<file path="src/hw/rtl/afr_pkg.sv">
package afr_pkg;

    // Largest frame that fits the frame store, delimiter and checksum included
    localparam int MAX_FRAME_DEF = 13;

    localparam logic [7:0] DELIM       = 8'h7E;
    localparam logic [7:0] TYPE_RX     = 8'h81;
    localparam logic [7:0] STATUS_PAIR = 8'h02;
    localparam logic [7:0] CSUM_BASE   = 8'hFF;
    localparam int         OVERHEAD    = 4;

    // Fixed positions within a frame
    localparam int POS_LEN_HI  = 1;
    localparam int POS_LEN_LO  = 2;
    localparam int POS_TYPE    = 3;
    localparam int POS_ADDR_HI = 4;
    localparam int POS_ADDR_LO = 5;
    localparam int POS_STATUS  = 8;
    localparam int POS_JOY1    = 9;
    localparam int POS_JOY2    = 10;
    localparam int POS_BUTTONS = 11;

    // Frame status codes
    localparam logic [1:0] FS_GOOD     = 2'd0;
    localparam logic [1:0] FS_CSUM_ERR = 2'd1;
    localparam logic [1:0] FS_BAD_TYPE = 2'd2;

    typedef struct packed {
        logic [1:0]  frame_status;
        logic [15:0] source_address;
        logic [7:0]  status_value;
        logic [7:0]  joystick_one;
        logic [7:0]  joystick_two;
        logic [7:0]  button_bits;
        logic        paired;
        logic        pair_event;
    } res_t;

endpackage

</file>
<file path="src/hw/rtl/api_frame_receiver.sv">
// Byte-serial API frame receiver. Takes one received byte per cycle on the rx
// channel: it hunts for the 0x7E delimiter, reads the 16-bit length from the
// next two bytes, sums the payload and, on the last byte of the frame, checks
// the checksum and the frame type (0x81). Every completed frame gives one
// result transaction through the output registers, with the frame status and
// the address, status, joystick and button fields latched from the last good
// frame (all ones until the first one), plus a sticky paired flag and a
// one-shot pair_event. Frames longer than MAX_FRAME bytes are dropped with no
// result. Throughput is one byte per cycle; the only back-pressure comes from
// the two-entry output buffer (result register plus skid register), which
// raises rx_stall only when both entries are full.
module api_frame_receiver #(
    parameter int MAX_FRAME = afr_pkg::MAX_FRAME_DEF
) (
    input  logic        clk,
    input  logic        rst_n,

    input  logic        rx_valid,
    output logic        rx_stall,
    input  logic [7:0]  rx_byte,

    output logic        res_valid,
    input  logic        res_stall,
    output logic [1:0]  frame_status,
    output logic [15:0] source_address,
    output logic [7:0]  status_value,
    output logic [7:0]  joystick_one,
    output logic [7:0]  joystick_two,
    output logic [7:0]  button_bits,
    output logic        paired,
    output logic        pair_event
);

    localparam int CNT_W = $clog2(MAX_FRAME + 1);

    // Receive state
    logic             receiving_reg;
    logic [CNT_W-1:0] byte_count_reg;
    logic [CNT_W-1:0] expected_size_reg;
    logic             expected_ok_reg;
    logic [7:0]       running_sum_reg;

    // Frame store, only the positions that are ever read back
    logic [7:0]       len_hi_reg;
    logic [7:0]       type_reg;
    logic [7:0]       addr_hi_reg;
    logic [7:0]       addr_lo_reg;
    logic [7:0]       status_reg;
    logic [7:0]       joy1_reg;
    logic [7:0]       joy2_reg;
    logic [7:0]       buttons_reg;

    // Latched fields of the last good frame
    logic [15:0]      held_addr_reg;
    logic [7:0]       held_status_reg;
    logic [7:0]       held_joy1_reg;
    logic [7:0]       held_joy2_reg;
    logic [7:0]       held_buttons_reg;
    logic             paired_reg;

    // Output buffer
    logic             out_valid_reg;
    afr_pkg::res_t    out_reg;
    logic             skid_valid_reg;
    afr_pkg::res_t    skid_reg;

    logic             rx_fire;
    logic             out_fire;
    logic             in_frame;
    logic [CNT_W-1:0] cnt_next;
    logic [7:0]       len_hi_eff;
    logic [7:0]       type_eff;
    logic [7:0]       addr_hi_eff;
    logic [7:0]       addr_lo_eff;
    logic [7:0]       status_eff;
    logic [7:0]       joy1_eff;
    logic [7:0]       joy2_eff;
    logic [7:0]       buttons_eff;
    logic [16:0]      exp_full;
    logic             exp_fits;
    logic [CNT_W-1:0] exp_eff;
    logic             exp_ok_eff;
    logic             at_len_lo;
    logic             frame_done;
    logic             csum_ok;
    logic             type_ok;
    logic             good;
    logic             pair_set;
    logic             res_new;
    afr_pkg::res_t    res_data;

    assign rx_stall = skid_valid_reg;
    assign rx_fire  = rx_valid && !rx_stall;
    assign out_fire = out_valid_reg && !res_stall;

    // A byte that lands inside the store; the one at position MAX_FRAME drops the frame
    assign in_frame = receiving_reg && (byte_count_reg < CNT_W'(MAX_FRAME));
    assign cnt_next = byte_count_reg + CNT_W'(1);

    // Store contents as seen after this byte is written
    always_comb
    begin
        len_hi_eff  = (byte_count_reg == CNT_W'(afr_pkg::POS_LEN_HI))  ? rx_byte : len_hi_reg;
        type_eff    = (byte_count_reg == CNT_W'(afr_pkg::POS_TYPE))    ? rx_byte : type_reg;
        addr_hi_eff = (byte_count_reg == CNT_W'(afr_pkg::POS_ADDR_HI)) ? rx_byte : addr_hi_reg;
        addr_lo_eff = (byte_count_reg == CNT_W'(afr_pkg::POS_ADDR_LO)) ? rx_byte : addr_lo_reg;
        status_eff  = (byte_count_reg == CNT_W'(afr_pkg::POS_STATUS))  ? rx_byte : status_reg;
        joy1_eff    = (byte_count_reg == CNT_W'(afr_pkg::POS_JOY1))    ? rx_byte : joy1_reg;
        joy2_eff    = (byte_count_reg == CNT_W'(afr_pkg::POS_JOY2))    ? rx_byte : joy2_reg;
        buttons_eff = (byte_count_reg == CNT_W'(afr_pkg::POS_BUTTONS)) ? rx_byte : buttons_reg;
    end

    // Frame size from the length field; a size beyond the store can never complete
    assign at_len_lo  = (byte_count_reg == CNT_W'(afr_pkg::POS_LEN_LO));
    assign exp_full   = {1'b0, len_hi_eff, rx_byte} + 17'(afr_pkg::OVERHEAD);
    assign exp_fits   = (exp_full <= 17'(MAX_FRAME));
    assign exp_eff    = at_len_lo ? exp_full[CNT_W-1:0] : expected_size_reg;
    assign exp_ok_eff = at_len_lo ? exp_fits : expected_ok_reg;

    assign frame_done = in_frame && exp_ok_eff && (cnt_next == exp_eff);
    assign csum_ok    = ((afr_pkg::CSUM_BASE - running_sum_reg) == rx_byte);
    assign type_ok    = (type_eff == afr_pkg::TYPE_RX);
    assign good       = csum_ok && type_ok;
    assign pair_set   = good && (status_eff == afr_pkg::STATUS_PAIR) && !paired_reg;
    assign res_new    = rx_fire && frame_done;

    always_comb
    begin
        if (!csum_ok)
        begin
            res_data.frame_status = afr_pkg::FS_CSUM_ERR;
        end
        else if (!type_ok)
        begin
            res_data.frame_status = afr_pkg::FS_BAD_TYPE;
        end
        else
        begin
            res_data.frame_status = afr_pkg::FS_GOOD;
        end
        if (good)
        begin
            res_data.source_address = {addr_hi_eff, addr_lo_eff};
            res_data.status_value   = status_eff;
            res_data.joystick_one   = joy1_eff;
            res_data.joystick_two   = joy2_eff;
            res_data.button_bits    = buttons_eff;
        end
        else
        begin
            res_data.source_address = held_addr_reg;
            res_data.status_value   = held_status_reg;
            res_data.joystick_one   = held_joy1_reg;
            res_data.joystick_two   = held_joy2_reg;
            res_data.button_bits    = held_buttons_reg;
        end
        res_data.paired     = paired_reg || pair_set;
        res_data.pair_event = pair_set;
    end

    always_ff @(posedge clk or negedge rst_n)
    begin
        if (!rst_n)
        begin
            receiving_reg     <= 1'b0;
            byte_count_reg    <= '0;
            expected_size_reg <= '0;
            expected_ok_reg   <= 1'b0;
            running_sum_reg   <= '0;
            len_hi_reg        <= '0;
            type_reg          <= '0;
            addr_hi_reg       <= '0;
            addr_lo_reg       <= '0;
            status_reg        <= '0;
            joy1_reg          <= '0;
            joy2_reg          <= '0;
            buttons_reg       <= '0;
            held_addr_reg     <= '1;
            held_status_reg   <= '1;
            held_joy1_reg     <= '1;
            held_joy2_reg     <= '1;
            held_buttons_reg  <= '1;
            paired_reg        <= 1'b0;
        end
        else if (rx_fire)
        begin
            if (!receiving_reg)
            begin
                // Hunt for the delimiter, ignore noise
                if (rx_byte == afr_pkg::DELIM)
                begin
                    receiving_reg   <= 1'b1;
                    byte_count_reg  <= CNT_W'(1);
                    running_sum_reg <= '0;
                end
            end
            else if (!in_frame)
            begin
                // Oversize: drop the frame
                receiving_reg  <= 1'b0;
                byte_count_reg <= '0;
            end
            else
            begin
                len_hi_reg  <= len_hi_eff;
                type_reg    <= type_eff;
                addr_hi_reg <= addr_hi_eff;
                addr_lo_reg <= addr_lo_eff;
                status_reg  <= status_eff;
                joy1_reg    <= joy1_eff;
                joy2_reg    <= joy2_eff;
                buttons_reg <= buttons_eff;
                if (at_len_lo)
                begin
                    expected_size_reg <= exp_full[CNT_W-1:0];
                    expected_ok_reg   <= exp_fits;
                end
                if (frame_done)
                begin
                    receiving_reg  <= 1'b0;
                    byte_count_reg <= '0;
                    if (good)
                    begin
                        held_addr_reg    <= {addr_hi_eff, addr_lo_eff};
                        held_status_reg  <= status_eff;
                        held_joy1_reg    <= joy1_eff;
                        held_joy2_reg    <= joy2_eff;
                        held_buttons_reg <= buttons_eff;
                    end
                    if (pair_set)
                    begin
                        paired_reg <= 1'b1;
                    end
                end
                else
                begin
                    byte_count_reg <= cnt_next;
                    if (byte_count_reg >= CNT_W'(afr_pkg::POS_TYPE))
                    begin
                        running_sum_reg <= running_sum_reg + rx_byte;
                    end
                end
            end
        end
    end

    // Result register with a skid entry behind it
    always_ff @(posedge clk or negedge rst_n)
    begin
        if (!rst_n)
        begin
            out_valid_reg  <= 1'b0;
            skid_valid_reg <= 1'b0;
        end
        else if (!out_valid_reg || out_fire)
        begin
            if (skid_valid_reg)
            begin
                out_valid_reg  <= 1'b1;
                skid_valid_reg <= 1'b0;
            end
            else
            begin
                out_valid_reg <= res_new;
            end
        end
        else if (res_new)
        begin
            skid_valid_reg <= 1'b1;
        end
    end

    always_ff @(posedge clk)
    begin
        if (!out_valid_reg || out_fire)
        begin
            out_reg <= skid_valid_reg ? skid_reg : res_data;
        end
        if (res_new)
        begin
            skid_reg <= res_data;
        end
    end

    assign res_valid      = out_valid_reg;
    assign frame_status   = out_reg.frame_status;
    assign source_address = out_reg.source_address;
    assign status_value   = out_reg.status_value;
    assign joystick_one   = out_reg.joystick_one;
    assign joystick_two   = out_reg.joystick_two;
    assign button_bits    = out_reg.button_bits;
    assign paired         = out_reg.paired;
    assign pair_event     = out_reg.pair_event;

endmodule
</file>
<file path="config.mk">
export PLATFORM = sky130hd
export DESIGN_NAME = api_frame_receiver
export DESIGN_NICKNAME = d
export VERILOG_FILES = /design/src/hw/rtl/afr_pkg.sv /design/src/hw/rtl/api_frame_receiver.sv
export SDC_FILE = /design/constraint.sdc
export NUM_CORES = 1
export LEC_CHECK = 0
export ABC_AREA = 0
export ABC_CLOCK_PERIOD_IN_PS = 10370
export BUFFER_PORTS_ARGS = -buffer_cell sky130_fd_sc_hd__buf_4
export CAP_MARGIN = 25
export CORE_MARGIN = 5
export CORE_UTILIZATION = 55
export DETAILED_ROUTE_END_ITERATION = 12
export PLACE_DENSITY = 0.71
export SKIP_LAST_GASP = 1
export SLEW_MARGIN = 0
export SYNTH_ARGS = -nofsm -noshare
export SYNTH_HDL_FRONTEND = slang
export SYNTH_SLANG_ARGS = --single-unit
</file>
<file path="constraint.sdc">
create_clock -name clk -period 10.37 [get_ports clk]
set_clock_uncertainty 0.15 [all_clocks]
set_input_delay 1.5555 -clock clk [delete_from_list [all_inputs] [get_ports clk]]
set_output_delay 1.5555 -clock clk [all_outputs]
set_load 0.1 [all_outputs]
</file>
==> run metrics <==
gr usage total=20.84%; initial antenna violation count=0; Synth Flop Type=edfxtp_1; Routability Congestion=around 0.93; synthesis-to-finish area growth=11.76%; H-tree levels=1; nets=1113; Routed WL=24770 µm; most used cell, CP=buf_4; num rows=53; max reg flops=52; Die Y=155.6 µm; Post-CTS Setup Inserts=0; Max-Cap Viols=0; post-route ant nets=0; core area=20960 µm²; reg2reg start=byte_count_reg[0]$_DFFE_PN0P_; Post-DP HPWL=~15000 µm; Mapped Cells=1056; routed len/inst=about 18 µm; endpoints failing setup=0; vias in the first global route=around 7.7k; Initial Util=55.64%; syn nets=1082; Synth cell types=58; r2r setup slk=6.29 ns; crit-path cells=buf_4 > ha_1 > nand3_1 > or3_2 > buf_4 > nand2b_1 > nor4_4 > buf_4 > mux2_2; LEAKAGE=about 5.7 nW; synthesis-stage register bit count=approximately 240; EDFF count, synth=104; relative slew slack=27.25%; share of cells above drive strength 1=between 20% and 30%; setup slack after layout=5.912 ns; Worst Setup SP=rx_byte[3]; hold buffer count at cts=0; Placed Cells=1335; PortBufs=65; status=finished clean; TNS Setup=0 ns; Top Metal Used=met4; M1 WL=11650 µm; clk sinks=237; Clock Latency Late Sink=about 0.52 ns; CP endpoint kind=flop; DR WL met2=11730 µm; clock slew at the register clock pins of the worst setup and hold paths=approximately 0.060 ns; CTS tree=yes; Critical Path Sink=held_buttons_reg[3]$_DFFE_PN1P_; mapped cell area=11660 µm²; Min Hold Slack=0.3328 ns; Vias/cell=5.642; Fmax achieved=224.3 MHz; first-pass GRT wire length=roughly 41000 µm; Tmin final=about 4.5 ns; Worst-Margin Slew=1.089 ns; ant diodes=0; Placement Setup Slack=5.402 ns; Fillers=1738; Crit path depth=9; Clock Tree Buf Depth=3; total CTS buffers=25; metal3 WL=just over 1000 µm; Reg2Reg Capture Point=held_buttons_reg[3]$_DFFE_PN1P_; # DRC=0; ys async rst share=56.12%; commonest non-fill, non-tap cells in the layout=134 x nand2_1, 119 x nor2_1, 104 x edfxtp_1; GRT overflow=0; Worst setup SP type=primary input; Hold Vio Cnt, Final=0; WP data required=~11 ns; Power Density=175.7 nW/µm²; # IOs=66; most common cell after layout, fill and taps aside=nand2_1; Setup CP Type=in2reg; Synth Area per Inst=11.04 µm²; CP peak stage delay=0.56 ns; Chip Width=155.6 µm; number of buffers and inverters on the critical path=3; Max IR drop VDD=0.1157 mV; unrepaired setup endpoints after global routing=false; Worst Path Arrival=4.75 ns; Tcrit/Tclk final=42.99%; DRC marker count from the first detailed-route iteration=between 600 and 700; Hold Crit Class=reg2reg; Crit Path Max Fanout=54; Crit path max-delay family=simple AND/OR/NAND/NOR gates; CP max-delay cell=buf_4; post-CTS resize count=0; Seq/Total Area, Yosys=55.85%; largest net degree at the start of global routing=101; First-pass DRT Iterations=5; Vias=between 7k and 8k; full die area=about 24000 µm²; Max Slew Vio Count=0; Yosys warning total=0; clk root buf=clkbuf_16; worst-case reg-to-reg path depth=9; worst hold start=len_hi_reg[7]$_DFFE_PN0P_; final non-filler cell total=1380
-- worst register-to-register path, cell delays in order (launching register included) --
cell,delay (ns)
dfrtp_1,0.55
ha_1,0.26
nor3b_4,0.63
mux2i_1,0.30
a31oi_1,0.12
or4_1,0.45
o21a_1,0.27
nor4_4,0.22
buf_4,0.56
mux2_2,0.49
-- cell families (layout without fill, tap and decap cells) --
family | after synthesis | after routing | share of synthesized area [%]
mux | 161 | 161 | 14.96
compound gates | 172 | 172 | 9.401
buf+inv | 92 | 141 | 3.348
xor+xnor | 13 | 13 | 0.9766
simple gates | 367 | 367 | 13.90
fa+ha+maj | 14 | 14 | 1.567
flops | 237 | 237 | 55.85
-- synthesized netlist by cell type, types with 2 or more instances --
cell type	n	share of area, %
clkbuf_1	58	1.9
nor4b_1	3	0.23
edfxtp_1	104	27
a21oi_1	19	0.82
o2111ai_1	2	0.15
dfrtp_1	85	18
buf_2	6	0.26
dfstp_2	48	11
xnor2_1	9	0.68
nor2b_1	5	0.27
inv_1	19	0.61
o221ai_1	2	0.15
o21a_1	3	0.19
xor2_1	4	0.30
a31oi_1	2	0.11
nor4_1	3	0.16
a211oi_1	2	0.13
mux2i_1	55	4.7
mux2_2	85	8.2
o21ai_0	63	2.7
nor2_1	120	3.9
nor3_1	56	2.4
or2_2	3	0.16
o31ai_1	50	3.2
and3_1	4	0.21
a221oi_1	2	0.15
a21o_1	14	0.90
o211ai_1	2	0.13
nand3_1	13	0.56
nand2b_1	9	0.48
nand2_1	135	4.3
o22ai_1	2	0.11
ha_1	13	1.4
mux2_1	21	2.0
nand4_1	7	0.38
buf_4	4	0.26
buf_6	3	0.29
-- per-layer routing --
layer | vias to the layer above | global-route usage (%)
li1 | 3833 | -
met1 | 3770 | 30.19
met2 | 154 | 34.00
met3 | 29 | 2.885
met4 | 0 | 4.502
met5 | - | 0
-- report_power, final --
group / internal, W / leakage (nW) / switching [W]
logic: 0.000165 / 2.49 / 0.000210
registers: 0.00103 / 2.89 / 0.0000571
clock network: 0.000473 / 0.370 / 0.000354
total: 0.00167 / 5.75 / 0.000622
-- how the worst min path moves through the flow --
stage               depth (start not counted)                          endpoint
finish                                      2         len_hi_reg[7]$_DFFE_PN0P_
global route                                1  expected_size_reg[1]$_DFFE_PN0P_
CTS                                         2         len_hi_reg[7]$_DFFE_PN0P_
detailed placement                          2         len_hi_reg[7]$_DFFE_PN0P_
global placement                            1       expected_ok_reg$_DFFE_PN0P_
floorplan                                   2         len_hi_reg[7]$_DFFE_PN0P_
-- metrics by stage --
stage,util [%],total power [W],area (µm²)
2_1_floorplan,-,0.001387,11660
3_3_place_gp,58.61,0.001469,12280
3_5_place_dp,58.61,0.001475,12280
4_1_cts,62.18,0.002309,13030
5_1_grt,62.18,0.002398,13030
6_report,62.18,0.002290,13030
-- cell type report --
cell class,count,area [µm²],share of cell area [%]
sequential,237,6513,49.98
multi-input combinational,727,4780,36.68
clock buffer,32,661.9,5.080
timing repair buffer,76,570.5,4.379
tap,275,344.1,2.641
clock inverter,13,86.33,0.6626
inverter,20,75.07,0.5761
No activity file was read; power rests on OpenSTA's default activity.
